`config.mk`:
```
export PLATFORM = sky130hd
export DESIGN_NAME = sand_cell_move_selector_unit
export DESIGN_NICKNAME = d
export VERILOG_FILES = /design/src/rtl/core/scms_pkg.sv /design/src/rtl/core/sand_cell_move_selector_unit.sv /design/src/rtl/core/scms_rem_step.sv
export VERILOG_INCLUDE_DIRS = /design/src /design/src/rtl/core
export SDC_FILE = /design/constraint.sdc
export NUM_CORES = 1
export LEC_CHECK = 0
export ABC_AREA = 1
export BUFFER_PORTS_ARGS = -buffer_cell sky130_fd_sc_hd__buf_4
export CORE_MARGIN = 3
export CORE_UTILIZATION = 60
export DETAILED_ROUTE_END_ITERATION = 16
export GPL_ROUTABILITY_DRIVEN = 0
export PLACE_DENSITY = 0.85
export SLEW_MARGIN = 20
export SYNTH_ARGS = -nofsm -noshare
export SYNTH_HDL_FRONTEND = slang
export SYNTH_SLANG_ARGS = --single-unit
```
`constraint.sdc`:
```
create_clock -name clock -period 7.2 [get_ports clock]
set_input_delay 0.72 -clock clock [delete_from_list [all_inputs] [get_ports clock]]
set_output_delay 0.72 -clock clock [all_outputs]
set_load 0.03 [all_outputs]
```
`src/rtl/core/sand_cell_move_selector_unit_defines.svh`:
```
// assertion macros for the sand cell move selector
// taken in by the top level with an include of the bare file name
`ifndef SAND_CELL_MOVE_SELECTOR_UNIT_DEFINES_SVH
`define SAND_CELL_MOVE_SELECTOR_UNIT_DEFINES_SVH

// consequent must hold in the same cycle as the antecedent
`define SCMS_ASSERT_NOW(label, clk, rst, ante, cons, msg) \
   label: assert property (@(posedge clk) disable iff (rst) (ante) |-> (cons)) \
      else $error(msg);

// consequent must hold in the cycle after the antecedent
`define SCMS_ASSERT_NEXT(label, clk, rst, ante, cons, msg) \
   label: assert property (@(posedge clk) disable iff (rst) (ante) |=> (cons)) \
      else $error(msg);

`endif

```
`src/rtl/core/scms_pkg.sv`:
```
// shared constants and tables for the sand cell move selector
// no dependencies; used by scms_rem_step and the top level
`default_nettype none

package scms_pkg;

   // neighbourhood geometry
   localparam int NEIGH_COUNT = 8;
   localparam int STEP_BITS   = 2;

   // tie-break random value, reduced one digit per pipeline stage
   localparam int RAND_BITS  = 16;
   localparam int DIGIT_BITS = 4;
   localparam int REM_STEPS  = RAND_BITS / DIGIT_BITS;

   // tie count is 0..8, remainder below the count is 0..7
   localparam int COUNT_BITS = 4;
   localparam int REM_BITS   = 3;
   localparam int WIDE_BITS  = REM_BITS + DIGIT_BITS;

   // result item layout
   localparam int RSP_DATA_BITS = 8;
   localparam int RSP_MOVED_BIT = 0;
   localparam int RSP_STEP_X_LSB = 1;
   localparam int RSP_STEP_Y_LSB = RSP_STEP_X_LSB + STEP_BITS;
   localparam int RSP_USED_BITS = RSP_STEP_Y_LSB + STEP_BITS;

   // offsets per neighbour, row-major with the centre skipped, two's complement
   localparam logic [STEP_BITS-1:0] OFF_X [NEIGH_COUNT] =
      '{2'b11, 2'b00, 2'b01, 2'b11, 2'b01, 2'b11, 2'b00, 2'b01};
   localparam logic [STEP_BITS-1:0] OFF_Y [NEIGH_COUNT] =
      '{2'b11, 2'b11, 2'b11, 2'b00, 2'b00, 2'b01, 2'b01, 2'b01};

endpackage

`default_nettype wire

```
`src/rtl/core/sand_cell_move_selector_unit.sv`:
```
// Sand cell move selector: takes one cell's 3x3 neighbourhood per item and returns
// whether the cell moves and its step (dx, dy). A direction is allowed when the
// neighbour exists, has a nonzero priority and is strictly less dense than the
// cell; the highest allowed priority wins and ties go to the (random mod count)-th
// tied neighbour in row-major order. The block takes one item every cycle while
// no stalled result backs up to its input, and returns each result through these
// stages: one stage for the allowed priorities, one for the maximum, one for the
// tie mask and count, four for the remainder (one 4-bit digit of the random
// value each) and one for the pick and the output register. A stalled result
// holds the pipeline only as far back as there are no empty stages to absorb it.
// depends on scms_pkg, scms_rem_step and sand_cell_move_selector_unit_defines.svh
`default_nettype none
`include "sand_cell_move_selector_unit_defines.svh"

module sand_cell_move_selector_unit #(
   parameter int PRIORITY_BITS = 4,
   parameter int DENSITY_BITS  = 8,
   localparam int PRIO_VEC_BITS  = scms_pkg::NEIGH_COUNT * PRIORITY_BITS,
   localparam int REQ_FIELD_BITS = PRIO_VEC_BITS + scms_pkg::NEIGH_COUNT
                                   + (scms_pkg::NEIGH_COUNT + 1) * DENSITY_BITS
                                   + scms_pkg::RAND_BITS,
   localparam int REQ_DATA_BITS  = ((REQ_FIELD_BITS + 7) / 8) * 8
) (
   input  logic                                 clock,
   input  logic                                 reset,
   input  logic                                 req_tvalid,
   output logic                                 req_tready,
   // direction_priorities, neighbour_present, own_density, density_up_left,
   // density_up, density_up_right, density_left, density_right,
   // density_down_left, density_down, density_down_right, random_value
   input  logic [REQ_DATA_BITS-1:0]             req_tdata,
   output logic                                 rsp_tvalid,
   input  logic                                 rsp_tready,
   // moved, step_x, step_y
   output logic [scms_pkg::RSP_DATA_BITS-1:0]   rsp_tdata
);

   localparam int NC         = scms_pkg::NEIGH_COUNT;
   localparam int STEPS      = scms_pkg::REM_STEPS;
   localparam int STAGES     = STEPS + 4;
   localparam int PRESENT_LSB = PRIO_VEC_BITS;
   localparam int OWN_LSB    = PRESENT_LSB + NC;
   localparam int DENS_LSB   = OWN_LSB + DENSITY_BITS;
   localparam int RAND_LSB   = DENS_LSB + NC * DENSITY_BITS;
   localparam int ST_ELIG    = 0;
   localparam int ST_BEST    = 1;
   localparam int ST_MASK    = 2;
   localparam int ST_REM     = 3;
   localparam int ST_OUT     = STAGES - 1;

   // pipeline control
   logic [STAGES-1:0] valid_ff;
   logic [STAGES-1:0] valid_in;
   logic [STAGES-1:0] go;

   // stage payloads
   logic [PRIORITY_BITS-1:0]           prio_ff [NC];
   logic [PRIORITY_BITS-1:0]           prio_in [NC];
   logic [scms_pkg::RAND_BITS-1:0]     rnd_elig_ff;
   logic [PRIORITY_BITS-1:0]           prio_best_ff [NC];
   logic [PRIORITY_BITS-1:0]           best_ff;
   logic [PRIORITY_BITS-1:0]           best_in;
   logic [scms_pkg::RAND_BITS-1:0]     rnd_best_ff;
   logic [NC-1:0]                      mask_in;
   logic [scms_pkg::COUNT_BITS-1:0]    count_in;
   logic [NC-1:0]                      mask_ff  [STEPS+1];
   logic [scms_pkg::COUNT_BITS-1:0]    count_ff [STEPS+1];
   logic [scms_pkg::RAND_BITS-1:0]     rnd_ff   [STEPS];
   logic [scms_pkg::REM_BITS-1:0]      rem_q    [STEPS+1];
   logic [NC-1:0]                      sel;
   logic                               moved_in;
   logic [scms_pkg::STEP_BITS-1:0]     step_x_in;
   logic [scms_pkg::STEP_BITS-1:0]     step_y_in;
   logic                               moved_ff;
   logic [scms_pkg::STEP_BITS-1:0]     step_x_ff;
   logic [scms_pkg::STEP_BITS-1:0]     step_y_ff;

   // a stage loads when it is empty or its content moves on
   assign go[ST_OUT] = !valid_ff[ST_OUT] || rsp_tready;
   for (genvar s = 0; s < ST_OUT; s++) begin : g_go
      assign go[s] = !valid_ff[s] || go[s+1];
   end

   assign req_tready = go[ST_ELIG];

   always_comb begin
      for (int s = 0; s < STAGES; s++) begin
         if (!go[s]) begin
            valid_in[s] = valid_ff[s];
         end else if (s == 0) begin
            valid_in[s] = req_tvalid;
         end else begin
            valid_in[s] = valid_ff[s-1];
         end
      end
   end

   always_ff @(posedge clock) begin
      if (reset) begin
         valid_ff <= '0;
      end else begin
         valid_ff <= valid_in;
      end
   end

   // stage 0: priority of each neighbour that is present and lighter, else zero
   always_comb begin
      logic [DENSITY_BITS-1:0] own;
      logic [DENSITY_BITS-1:0] dens;
      own = req_tdata[OWN_LSB +: DENSITY_BITS];
      for (int i = 0; i < NC; i++) begin
         dens = req_tdata[DENS_LSB + i * DENSITY_BITS +: DENSITY_BITS];
         if (req_tdata[PRESENT_LSB + i] && (dens < own)) begin
            prio_in[i] = req_tdata[i * PRIORITY_BITS +: PRIORITY_BITS];
         end else begin
            prio_in[i] = '0;
         end
      end
   end

   always_ff @(posedge clock) begin
      if (go[ST_ELIG]) begin
         prio_ff     <= prio_in;
         rnd_elig_ff <= req_tdata[RAND_LSB +: scms_pkg::RAND_BITS];
      end
   end

   // stage 1: maximum priority through a three-level compare tree
   always_comb begin
      logic [PRIORITY_BITS-1:0] lvl1 [NC/2];
      logic [PRIORITY_BITS-1:0] lvl2 [NC/4];
      for (int i = 0; i < NC / 2; i++) begin
         lvl1[i] = (prio_ff[2*i] > prio_ff[2*i+1]) ? prio_ff[2*i] : prio_ff[2*i+1];
      end
      for (int i = 0; i < NC / 4; i++) begin
         lvl2[i] = (lvl1[2*i] > lvl1[2*i+1]) ? lvl1[2*i] : lvl1[2*i+1];
      end
      best_in = (lvl2[0] > lvl2[1]) ? lvl2[0] : lvl2[1];
   end

   always_ff @(posedge clock) begin
      if (go[ST_BEST]) begin
         prio_best_ff <= prio_ff;
         best_ff      <= best_in;
         rnd_best_ff  <= rnd_elig_ff;
      end
   end

   // stage 2: tied directions and how many there are
   always_comb begin
      count_in = '0;
      for (int i = 0; i < NC; i++) begin
         mask_in[i] = (prio_best_ff[i] == best_ff) && (best_ff != '0);
         count_in   = count_in + scms_pkg::COUNT_BITS'(mask_in[i]);
      end
   end

   always_ff @(posedge clock) begin
      if (go[ST_MASK]) begin
         mask_ff[0]  <= mask_in;
         count_ff[0] <= count_in;
         rnd_ff[0]   <= rnd_best_ff;
      end
   end

   // stages 3 to 6: random value mod tie count, most significant digit first
   assign rem_q[0] = '0;

   for (genvar k = 0; k < STEPS; k++) begin : g_rem
      scms_rem_step u_rem_step (
         .clock    (clock),
         .load     (go[ST_REM + k]),
         .divisor  (count_ff[k]),
         .rem_prev (rem_q[k]),
         .digit    (rnd_ff[k][scms_pkg::RAND_BITS - 1 - k * scms_pkg::DIGIT_BITS
                              -: scms_pkg::DIGIT_BITS]),
         .rem      (rem_q[k+1])
      );

      always_ff @(posedge clock) begin
         if (go[ST_REM + k]) begin
            mask_ff[k+1]  <= mask_ff[k];
            count_ff[k+1] <= count_ff[k];
         end
      end

      // the random value is only needed up to the last digit step
      if (k + 1 < STEPS) begin : g_rnd
         always_ff @(posedge clock) begin
            if (go[ST_REM + k]) begin
               rnd_ff[k+1] <= rnd_ff[k];
            end
         end
      end
   end

   // stage 7: pick the tied direction whose rank equals the remainder
   always_comb begin
      logic [scms_pkg::COUNT_BITS-1:0] rank;
      step_x_in = '0;
      step_y_in = '0;
      for (int i = 0; i < NC; i++) begin
         rank = '0;
         for (int j = 0; j < NC; j++) begin
            if (j < i) begin
               rank = rank + scms_pkg::COUNT_BITS'(mask_ff[STEPS][j]);
            end
         end
         sel[i] = mask_ff[STEPS][i]
                  && (rank == scms_pkg::COUNT_BITS'(rem_q[STEPS]));
         if (sel[i]) begin
            step_x_in = step_x_in | scms_pkg::OFF_X[i];
            step_y_in = step_y_in | scms_pkg::OFF_Y[i];
         end
      end
      moved_in = |mask_ff[STEPS];
   end

   always_ff @(posedge clock) begin
      if (go[ST_OUT]) begin
         moved_ff  <= moved_in;
         step_x_ff <= step_x_in;
         step_y_ff <= step_y_in;
      end
   end

   // result item
   assign rsp_tvalid = valid_ff[ST_OUT];
   assign rsp_tdata  = {(scms_pkg::RSP_DATA_BITS - scms_pkg::RSP_USED_BITS)'(0),
                        step_y_ff, step_x_ff, moved_ff};

   // checks
   `SCMS_ASSERT_NOW(a_count_matches_mask, clock, reset, valid_ff[ST_MASK],
      count_ff[0] == scms_pkg::COUNT_BITS'($countones(mask_ff[0])),
      "tie count differs from the tie mask")
   `SCMS_ASSERT_NOW(a_rem_below_count, clock, reset,
      valid_ff[ST_OUT-1] && (count_ff[STEPS] != '0),
      scms_pkg::COUNT_BITS'(rem_q[STEPS]) < count_ff[STEPS],
      "tie-break remainder not below the tie count")
   `SCMS_ASSERT_NOW(a_single_pick, clock, reset,
      valid_ff[ST_OUT-1] && (mask_ff[STEPS] != '0), $onehot(sel),
      "tied directions present but not exactly one picked")
   `SCMS_ASSERT_NEXT(a_result_loaded, clock, reset,
      valid_ff[ST_OUT-1] && go[ST_OUT], rsp_tvalid,
      "item left the last remainder stage but no result shown")

endmodule

`default_nettype wire

```
`src/rtl/core/scms_rem_step.sv`:
```
// one digit step of the tie-break remainder: (rem * 16 + digit) mod divisor
// depends on scms_pkg for the digit and remainder widths
`default_nettype none

module scms_rem_step (
   input  logic                                 clock,
   input  logic                                 load,
   input  logic [scms_pkg::COUNT_BITS-1:0]      divisor,
   input  logic [scms_pkg::REM_BITS-1:0]        rem_prev,
   input  logic [scms_pkg::DIGIT_BITS-1:0]      digit,
   output logic [scms_pkg::REM_BITS-1:0]        rem
);

   logic [scms_pkg::REM_BITS-1:0] rem_ff;
   logic [scms_pkg::REM_BITS-1:0] rem_in;

   // restoring long division of the partial value by the tie count
   always_comb begin
      logic [scms_pkg::WIDE_BITS-1:0] wide;
      logic [scms_pkg::WIDE_BITS-1:0] trial;
      wide = {rem_prev, digit};
      for (int k = scms_pkg::DIGIT_BITS - 1; k >= 0; k--) begin
         trial = scms_pkg::WIDE_BITS'(divisor) << k;
         if (wide >= trial) begin
            wide = wide - trial;
         end
      end
      rem_in = wide[scms_pkg::REM_BITS-1:0];
   end

   // stage register, advances with the pipeline
   always_ff @(posedge clock) begin
      if (load) begin
         rem_ff <= rem_in;
      end
   end

   assign rem = rem_ff;

endmodule

`default_nettype wire

```
==> qor.yml, run 1 <==
hold_depth: 1
crit_path_start: "count_ff[0][5]"
firstDrtPassIters: 5
synth_cells: 1408
synth_fa_ha_area_share_pct: 17.36
crit_buf_inv: 4
maxClockFrequency_ghz: 0.1628
min_period_ps: 6144
critPathKind: "reg -> reg"
cts.path.max_buffers: 3
drt_iter0_drc: 590
ctsResizeCount: 0
fin_hold_ws_ps: 391.5
n_antenna_cell: 0
dieHeight_microns: 158.5
critical_path.reg2reg.endpoint: "g_rem[1].u_rem_step.rem[0]"
hold_viol: 0
r2r_cells: 31
hold_class: "in -> reg"
synth-async-reset-ratio_pct: 0
synth_mux_area_share_pct: 0.08068
maxSlewHeadroom_pct: 37.56
ctsHtreeMaxLevel: 1
io_pins: 142
setup_viol: 0
worstMarginPinSlew_ps: 935.6
post-cts-setup-buffers: 0
crit_path_max_fanout: 8
drv_slew: 0
maxCapViolCount: 0
syn2layout_area_growth_pct: 15.40
synth-compound-area-share_pct: 8.516
vias: 10310
cts_buffers: 23
yosys.area_share.simple_pct: 17.72
syn_area_sq_um: 13960
dieArea_sq_um: 25130
hold_buffers: 0
synth_area_per_cell_sq_um: 9.913
ys_ff_latch: 221
dp_hpwl_mm: 22.25
ant_nets: 0
setup_tns_ps: 0
synth_xor_area_share_pct: 2.824
synth-warning-count: 0
cp-end-kind: "register"
clk_latency_ps: 500
r2r_start: "count_ff[0][5]"
clk_pin_slew_worst_paths_ps: 70
synth_top_family_by_area: "simple AND/OR/NAND/NOR gates"
grt_pass1_wl_mm: 47.09
reg2reg_slack_ps: 1060
rows: 55
drive_gt1_share_pct: 17.39
synth_edf_count: 213
cp.required_ps: 7450
initial_core_util_pct: 61.27
wl_per_cell_microns: 15.18
ys_seq_area_share_pct: 46.97
grt_max_degree: 54
globalRouteTotalUtil_pct: 23.07
cpPeakStageDelay_ps: 550
status: "completed"
cts_tree: "yes"
cp.arrival_ps: 6400
crit_path_top_delay_cell: "fa_1"
wirelength_mm: 28.76
drt_drc_violations_left: 0
clock_sinks: 221
clock-root-buffer: "clkbuf_16"
cpLargestDelayFamily: "simple AND/OR/NAND/NOR gates"
synth_cell_types: 51
nets: 1878
n_fill_cell: 1594
core_sq_um: 22780
grt_pass1_vias: 10590
worst_clock_skew_ps: 19.23
ys.flop_type: "edfxtp_1"
grt_overflow: 0
holdPathEnd: "rnd_elig_ff[7]"
hold_start: "req_tdata[119]"
rsz0062_at_grt: "no"
fin_crit_sh_pct: 85.34
via_per_inst: 5.442
die_w_microns: 158.5
portBuffers: 138
critPathLaunchType: "register"
antenna_found_initial: 0
==> flip-flops by register name, summed over array words and instances (netlist names), 8 cells and up <==
name                  cells
rnd_best_ff              16
mask_ff                  40
rnd_elig_ff              16
count_ff                 16
g_rem.u_rem_step.rem     12
rnd_ff                   40
valid_ff                  8
prio_ff                  32
prio_best_ff             32
==> cells in the final DEF (no fill, tap or decap), types with 12 or more instances in the layout <==
| cell type | n |
|---|---|
| fa_1 | 21 |
| nand4_1 | 14 |
| o21ai_0 | 57 |
| edfxtp_1 | 213 |
| or2_2 | 14 |
| nor2_1 | 106 |
| buf_4 | 142 |
| ha_1 | 160 |
| xor2_1 | 33 |
| nand2_1 | 252 |
| nand2_2 | 24 |
| xnor2_1 | 12 |
| inv_1 | 211 |
| inv_2 | 13 |
| clkbuf_16 | 23 |
| a21oi_1 | 68 |
| nand3_1 | 53 |
==> kinds of logic after synthesis <==
group                    count (synthesis)
other                                    1
buffers and inverters                  237
AO/OA/AOI/OAI                          195
multiplexers                             1
adder cells (fa/ha/maj)                181
XOR/XNOR                                45
flip-flops                             221
AND/OR/NAND/NOR                        527
==> per-layer routing <==
| metal | share of wire (%) | GRT usage [%] | routed length [microns] |
|---|---|---|---|
| met5 | 0 | 0 | 0 |
| met4 | 3.6 | 9.259 | 1042 |
| met3 | 6.5 | 4.621 | 1875 |
| met2 | 53 | 43.96 | 15160 |
| met1 | 37 | 24.91 | 10690 |
==> metrics by stage <==
step | worst slack (ps) | cells | utilization (%) | cell area, sq um
final | 1056 | 1894 | 70.71 | 16110
after global routing | 558.2 | 1894 | 70.71 | 16110
after CTS | 1097 | 1894 | 70.71 | 16110
after detailed placement | 1279 | 1853 | 67.44 | 15360
after global placement | 1616 | 1853 | 67.44 | 15360
after floorplan | 1400 | 1410 | - | 13960
==> Yosys cell counts (all sizes together), types with 6 or more instances <==
| library cell | count | share of area, % |
|---|---|---|
| o21ai | 75 | 3.0 |
| inv | 225 | 6.1 |
| o2111ai | 8 | 0.50 |
| nor3 | 9 | 0.32 |
| nand4 | 14 | 0.63 |
| a21oi | 73 | 2.8 |
| dfxtp | 8 | 1.1 |
| o21a | 7 | 0.38 |
| a211o | 9 | 0.56 |
| nand2 | 281 | 8.2 |
| nand3b | 6 | 0.32 |
| buf | 6 | 0.29 |
| xnor2 | 12 | 0.75 |
| clkbuf | 6 | 0.16 |
| ha | 160 | 14 |
| nand3 | 63 | 2.7 |
| or2 | 19 | 0.85 |
| fa | 21 | 3.0 |
| nor2 | 121 | 4.0 |
| nor4 | 11 | 0.49 |
| xor2 | 33 | 2.1 |
| edfxtp | 213 | 46 |
==> worst register-to-register path, delay by kind of cell, from the launching register on <==
family / cells / cell delay, ps
AOI/OAI and AO/OA: 8 / 1420
adders and majority gates: 4 / 1580
buffers and inverters: 4 / 470
DFF: 1 / 460
muxes: 1 / 350
and+or+nand+nor: 14 / 1620
==> cell type report <==
type	count	area, sq um	area share (%)
repair buffers	142	1066	6.618
clock inverters	11	111.4	0.6914
inverters	225	845.8	5.251
multi-input cells	952	6504	40.38
well taps	313	391.6	2.431
clock buffers	30	631.9	3.923
flip-flops and latches	221	6556	40.71
==> worst max path at each step <==
stage	endpoint	slack [ps]	depth (start not counted)
2_1_floorplan	req_tready	1400	14
3_3_place_gp	g_rem[3].u_rem_step.rem[1]	1620	37
3_5_place_dp	g_rem[1].u_rem_step.rem[2]	1280	31
4_1_cts	g_rem[1].u_rem_step.rem[0]	1100	31
5_1_grt	g_rem[1].u_rem_step.rem[0]	560	31
6_report	g_rem[1].u_rem_step.rem[0]	1060	31
Power of run 1 is not shown: default switching activity piles up to over one toggle a cycle in this logic, so the estimate is an artifact.
==> run 2, diff against run 1 <==
--- a/config.mk
+++ b/config.mk
@@ -8,11 +8,13 @@
 export LEC_CHECK = 0
 export ABC_AREA = 1
 export BUFFER_PORTS_ARGS = -buffer_cell sky130_fd_sc_hd__buf_4
+export CORE_ASPECT_RATIO = 0.9
 export CORE_MARGIN = 3
 export CORE_UTILIZATION = 60
 export DETAILED_ROUTE_END_ITERATION = 16
 export GPL_ROUTABILITY_DRIVEN = 0
 export PLACE_DENSITY = 0.85
+export SETUP_SLACK_MARGIN = 0.15
 export SLEW_MARGIN = 20
 export SYNTH_ARGS = -nofsm -noshare
 export SYNTH_HDL_FRONTEND = slang
==> qor.yml, run 2 (synthesized netlist as in run 1, its figures left out) <==
maxSlewHeadroom_pct: 35.84  # was 37.56%
drt_drc_violations_left: 0  # unchanged
ctsResizeCount: 0  # unchanged
die_w_microns: 166.8  # was 158.5 microns
wirelength_mm: 29.44  # was 28.76 mm
hold_class: "in -> reg"  # unchanged
post-cts-setup-buffers: 0  # unchanged
grt_overflow: 0  # unchanged
hold_viol: 0  # unchanged
wl_per_cell_microns: 15.65  # was 15.18 microns
drv_slew: 0  # unchanged
firstDrtPassIters: 6  # was 5
nets: 1879  # was 1878
cp-end-kind: "register"  # unchanged
clock-root-buffer: "clkbuf_16"  # unchanged
ctsHtreeMaxLevel: 1  # unchanged
final_cell_mix: "252 x nand2_1, 213 x edfxtp_1, 211 x inv_1, 160 x ha_1, 142 x buf_4"  # unchanged
portBuffers: 138  # unchanged
cpPeakStageDelay_ps: 500  # was 550 ps
fin_crit_sh_pct: 84.58  # was 85.34%
min_period_ps: 6090  # was 6144 ps
grt_max_degree: 54  # unchanged
io_pins: 142  # unchanged
worst_clock_skew_ps: 12.59  # was 19.23 ps
initial_core_util_pct: 61.47  # was 61.27%
clock_sinks: 221  # unchanged
n_antenna_cell: 0  # unchanged
status: "completed"  # unchanged
drt_iter0_drc: 881  # was 590
cp.required_ps: 7460  # was 7450 ps
core_sq_um: 22710  # was 22780 sq um
maxCapViolCount: 0  # unchanged
antenna_found_initial: 0  # unchanged
cts_tree: "yes"  # unchanged
grt_pass1_wl_mm: 48.22  # was 47.09 mm
cts.path.max_buffers: 3  # unchanged
crit_top_cell: "nand2_1"
critPathKind: "reg -> reg"  # unchanged
rsz0062_at_grt: "no"  # unchanged
setup_viol: 0  # unchanged
maxClockFrequency_ghz: 0.1642  # was 0.1628 GHz
via_per_inst: 5.506  # was 5.442
setup_tns_ps: 0  # unchanged
dieHeight_microns: 150.7  # was 158.5 microns
clk_pin_slew_worst_paths_ps: 60  # was 70 ps
rows: 52  # was 55
crit_path_top_delay_cell: "fa_1"  # unchanged
cp.arrival_ps: 6350  # was 6400 ps
top_regs: "mask_ff x40, rnd_ff x40"  # unchanged
cts_buffers: 24  # was 23
ant_nets: 0  # unchanged
grt_pass1_vias: 10420  # was 10590
clk_latency_ps: 510  # was 500 ps
vias: 10360  # was 10310
crit_path_max_fanout: 8  # unchanged
globalRouteTotalUtil_pct: 23.33  # was 23.07%
critPathLaunchType: "register"  # unchanged
dp_hpwl_mm: 22.86  # was 22.25 mm
syn2layout_area_growth_pct: 15.98  # was 15.40%
final_common_cell: "nand2_1"  # unchanged
worstMarginPinSlew_ps: 961.3  # was 935.6 ps
hold_buffers: 0  # unchanged
drive_gt1_share_pct: 17.74  # was 17.39%
dieArea_sq_um: 25130  # about the same
-- run 2: area by class of cell --
class	count	area (sq um)
clock buffers	28	645.6
clock inverters	16	197.7
inverters	225	845.8
well taps	297	371.6
fillers	1502	6520
flip-flops and latches	221	6556
multi-input cells	952	6504
repair buffers	142	1066
-- run 2: path summary, 6_finish.rpt --
path,from,end,slack [ps],depth (start not counted)
hold / removal,req_tdata[114],rnd_elig_ff[2],380,1
hold reg to reg,mask_ff[0][10],mask_ff[0][18],410,0
setup / recovery,count_ff[0][9],g_rem[2].u_rem_step.rem[0],1110,32
setup reg to reg,count_ff[0][9],g_rem[2].u_rem_step.rem[0],1110,32
-- run 2: stage by stage --
stage                     cells  util [%]  hold slack (ps)  setup slack [ps]  instance area [sq um]
after floorplan            1410         -            400.3              1400                  13960
after global routing       1881     71.29            360.7             702.5                  16190
after detailed placement   1837     67.57            404.5              1317                  15340
after CTS                  1881     71.28            359.5              1275                  16190
after global placement     1837     67.57            400.4              1626                  15340
final                      1881     71.29            383.4              1110                  16190
-- run 2: critical path: cells and delay by family (launching register included) --
kind / cells / cell delay [ps]
compound gates: 10 / 1940
simple gates: 15 / 1530
fa+ha+maj: 4 / 1470
flops: 1 / 460
buf+inv: 3 / 450
-- run 2: layer usage --
layer	GRT usage (%)	share of wire (%)
met5	0	0
met4	9.485	3.7
met3	4.516	7.0
met2	42.86	50
met1	27.05	39
Power of run 2 is left out for the same reason.
==> run 3, diff against run 2 <==
--- a/config.mk
+++ b/config.mk
@@ -6,14 +6,14 @@
 export SDC_FILE = /design/constraint.sdc
 export NUM_CORES = 1
 export LEC_CHECK = 0
-export ABC_AREA = 1
+export ABC_AREA = 0
 export BUFFER_PORTS_ARGS = -buffer_cell sky130_fd_sc_hd__buf_4
 export CORE_ASPECT_RATIO = 0.9
 export CORE_MARGIN = 3
-export CORE_UTILIZATION = 60
+export CORE_UTILIZATION = 54
 export DETAILED_ROUTE_END_ITERATION = 16
 export GPL_ROUTABILITY_DRIVEN = 0
-export PLACE_DENSITY = 0.85
+export PLACE_DENSITY = 0.81
 export SETUP_SLACK_MARGIN = 0.15
 export SLEW_MARGIN = 20
 export SYNTH_ARGS = -nofsm -noshare
==> constraint.sdc (replaced) <==
create_clock -name clock -period 5.5 [get_ports clock]
set_input_delay 0.55 -clock clock [delete_from_list [all_inputs] [get_ports clock]]
set_output_delay 0.55 -clock clock [all_outputs]
set_load 0.03 [all_outputs]
==> qor.yml, run 3 <==
status: "finished, violations left"  # was completed
violations: "setup timing"
final_cells: 1792  # was 1881
firstDrtPassIters: 5  # was 6
met1_usage_pct: 25.31  # was 27.05%
synth_edf_count: 213  # unchanged
ys.flop_type: "edfxtp_1"  # unchanged
die_w_microns: 173.0  # was 166.8 microns
crit_top_cell: "buf_4"  # was nand2_1
globalRouteTotalUtil_pct: 21.35  # was 23.33%
hold_class: "in -> reg"  # unchanged
crit_buf_inv: 7  # was 3
synth-warning-count: 0  # unchanged
yosys.area_share.simple_pct: 10.37  # was 17.72%
portBuffers: 138  # unchanged
dieHeight_microns: 156.3  # was 150.7 microns
r2r_cells: 31  # was 32
synth-async-reset-ratio_pct: 0  # unchanged
synth-compound-area-share_pct: 11.32  # was 8.516%
wl_per_cell_microns: 17.40  # was 15.65 microns
core_sq_um: 24460  # was 22710 sq um
drv_slew: 0  # unchanged
final_cell_mix: "305 x buf_4, 213 x edfxtp_1, 140 x ha_1, 87 x inv_1, 60 x a21o_1"  # was 252 x nand2_1, 213 x edfxtp_1, 211 x inv_1, 160 x ha_1, 142 x buf_4
n_antenna_cell: 0  # unchanged
n_fill_cell: 1612  # was 1502
r2r_start: "rnd_ff[1][11]"  # was count_ff[0][9]
fin_crit_sh_pct: 119.4  # was 84.58%
synth_common_cells: "213 x edfxtp_1, 160 x ha_1, 103 x inv_1"  # was 253 x nand2_1, 213 x edfxtp_1, 212 x inv_1
wirelength_mm: 31.18  # was 29.44 mm
cpLargestDelayFamily: "compound AO/OA/AOI/OAI gates"  # unchanged
syn2layout_area_growth_pct: 29.91  # was 15.98%
cp-end-kind: "register"  # unchanged
ant_nets: 0  # unchanged
fin_hold_ws_ps: 211.0  # was 383.4 ps
initial_core_util_pct: 55.42  # was 61.47%
cpPeakStageDelay_ps: 380  # was 500 ps
finalInstanceArea_sq_um: 17610  # was 16190 sq um
synth_cells: 1117  # was 1408
critical_path.reg2reg.endpoint: "g_rem[1].u_rem_step.rem[2]"  # was g_rem[2].u_rem_step.rem[0]
antenna_found_initial: 0  # unchanged
synth_xor_area_share_pct: 4.717  # was 2.824%
final.setup.worst_slack_ps: -1065  # was 1110 ps
cp.arrival_ps: 6830  # was 6350 ps
crit_path_start: "rnd_ff[1][11]"  # was count_ff[0][9]
hold_viol: 0  # unchanged
critPathLaunchType: "register"  # unchanged
io_pins: 142  # unchanged
dp_cells: 1693  # was 1837
min_period_ps: 6565  # was 6090 ps
busiest_layer: "met2"  # unchanged
rsz0062_at_grt: "yes"  # was no
utilization_pct: 72.00  # was 71.29%
grt_overflow: 0  # unchanged
synth_area_per_cell_sq_um: 12.14  # was 9.913 sq um
vias: 9863  # was 10360
crit_end: "g_rem[1].u_rem_step.rem[2]"  # was g_rem[2].u_rem_step.rem[0]
drt_iter0_drc: 607  # was 881
synth_fa_ha_area_share_pct: 17.87  # was 17.36%
path_depth: 31  # was 32
rows: 54  # was 52
ys_ff_latch: 221  # unchanged
synth_top_cell_by_area: "edfxtp_1"  # unchanged
critPathKind: "reg -> reg"  # unchanged
via_per_inst: 5.504  # was 5.506
setup_viol: 9  # was 0
cp.required_ps: 5770  # was 7460 ps
ctsHtreeMaxLevel: 1  # unchanged
use_met2_pct: 39.81  # was 42.86%
worstMarginPinSlew_ps: 1059  # was 961.3 ps
maxCapViolCount: 0  # unchanged
cts_buffers: 23  # was 24
top_regs: "mask_ff x40, rnd_ff x40"  # unchanged
final_common_cell: "buf_4"  # was nand2_1
clock-root-buffer: "clkbuf_16"  # unchanged
ys_seq_area_share_pct: 48.37  # was 46.97%
nets: 1753  # was 1879
grt_max_degree: 55  # was 54
dieArea_sq_um: 27040  # was 25130 sq um
grt_pass1_vias: 10180  # was 10420
maxClockFrequency_ghz: 0.1523  # was 0.1642 GHz
drive_gt1_share_pct: 32.62  # was 17.74%
synth_top_family_by_area: "adder cells"  # was simple AND/OR/NAND/NOR gates
syn_area_sq_um: 13560  # was 13960 sq um
synth.top_cells.by_area: "edfxtp_1 47%, ha_1 15%, a21o_1 3.3%"  # was edfxtp_1 46%, ha_1 14%, nand2_1 6.8%
clock_sinks: 221  # unchanged
reg2reg_slack_ps: -1070  # was 1110 ps
grt_pass1_wl_mm: 47.60  # was 48.22 mm
synth_mux_area_share_pct: 3.895  # was 0.08068%
cts.path.max_buffers: 3  # unchanged
yosysMostFrequentCell: "edfxtp_1"  # was nand2_1
maxSlewHeadroom_pct: 28.95  # was 35.84%
yosysTopAreaCellShare_pct: 47.18  # was 45.83%
dp_hpwl_mm: 21.75  # was 22.86 mm
clk_latency_ps: 520  # was 510 ps
cts_tree: "yes"  # unchanged
worst_clock_skew_ps: 19.38  # was 12.59 ps
drt_drc_violations_left: 0  # unchanged
use_met3_pct: 3.057  # was 4.516%
dpl_cell_area_sq_um: 16070  # was 15340 sq um
crit_path_top_delay_cell: "edfxtp_1"  # was fa_1
synth_cell_types: 80  # was 51
clk_pin_slew_worst_paths_ps: 70  # was 60 ps
crit_path_max_fanout: 4  # was 8
[run 3: cell types whose count changed after synthesis, moves of 13 or more]
cell	before	now
inv_1	212	103
nor2b_1	0	21
nand3_1	53	15
nor2_1	106	55
o21ai_0	57	30
a21o_1	0	60
mux2i_1	0	28
mux2_2	0	13
nand2_1	253	26
nand2_2	23	0
and2_1	0	36
nand2b_1	0	36
xnor2_1	12	33
[run 3: cells by family after synthesis]
kind of cell               after synthesis
buffers and inverters                  120
other                                    1
AOI/OAI and AO/OA                      220
xor gates and xnor gates                73
muxes                                   50
adders and majority gates              181
DFF                                    221
and+or+nand+nor                        251
[run 3: worst min path at each step]
stage               startpoint               to  slack [ps]  depth (start not counted)
2_1_floorplan    mask_ff[0][2]   mask_ff[0][10]         400                          0
5_1_grt         req_tdata[112]   rnd_elig_ff[0]         200                          1
6_report        req_tdata[115]   rnd_elig_ff[3]         210                          1
3_3_place_gp   rnd_elig_ff[15]  rnd_best_ff[15]         400                          0
4_1_cts         req_tdata[113]   rnd_elig_ff[1]         200                          1
3_5_place_dp     mask_ff[0][8]   mask_ff[0][16]         400                          0
[run 3: layer usage]
layer	wire, microns	up-vias	part of all wire [%]
met3	1443	100	4.6
met1	12330	4732	40
met2	16170	293	52
met4	1230	0	3.9
met5	0	-	0
li1	-	4738	-
[run 3: layout make-up]
cell class / instances / area (sq um) / area share, %
Clock buffer: 30 / 621.8 / 3.531
Sequential cell: 221 / 6556 / 37.23
Inverter: 106 / 400.4 / 2.274
Multi-Input combinational cell: 778 / 7146 / 40.58
Timing Repair Buffer: 310 / 2346 / 13.32
Clock inverter: 11 / 120.1 / 0.6821
Tap cell: 336 / 420.4 / 2.387
[run 3: repair_timing]
action	4_1_cts	5_1_grt
buffers inserted	38	20
pin swaps	35	29
resized for setup	31	38
setup endpoints to repair	12	12
hold buffers	0	0
gates cloned	0	0
[run 3: through the flow]
| step | TNS (ps) | setup WS, ps |
|---|---|---|
| floorplan | -1727 | -519.3 |
| detailed placement | -3348 | -677.9 |
| global route | -6413 | -1372 |
| global placement | -1511 | -397.0 |
| CTS | -1602 | -488.7 |
| finish | -3726 | -1065 |
Power of run 3 is left out for the same reason.
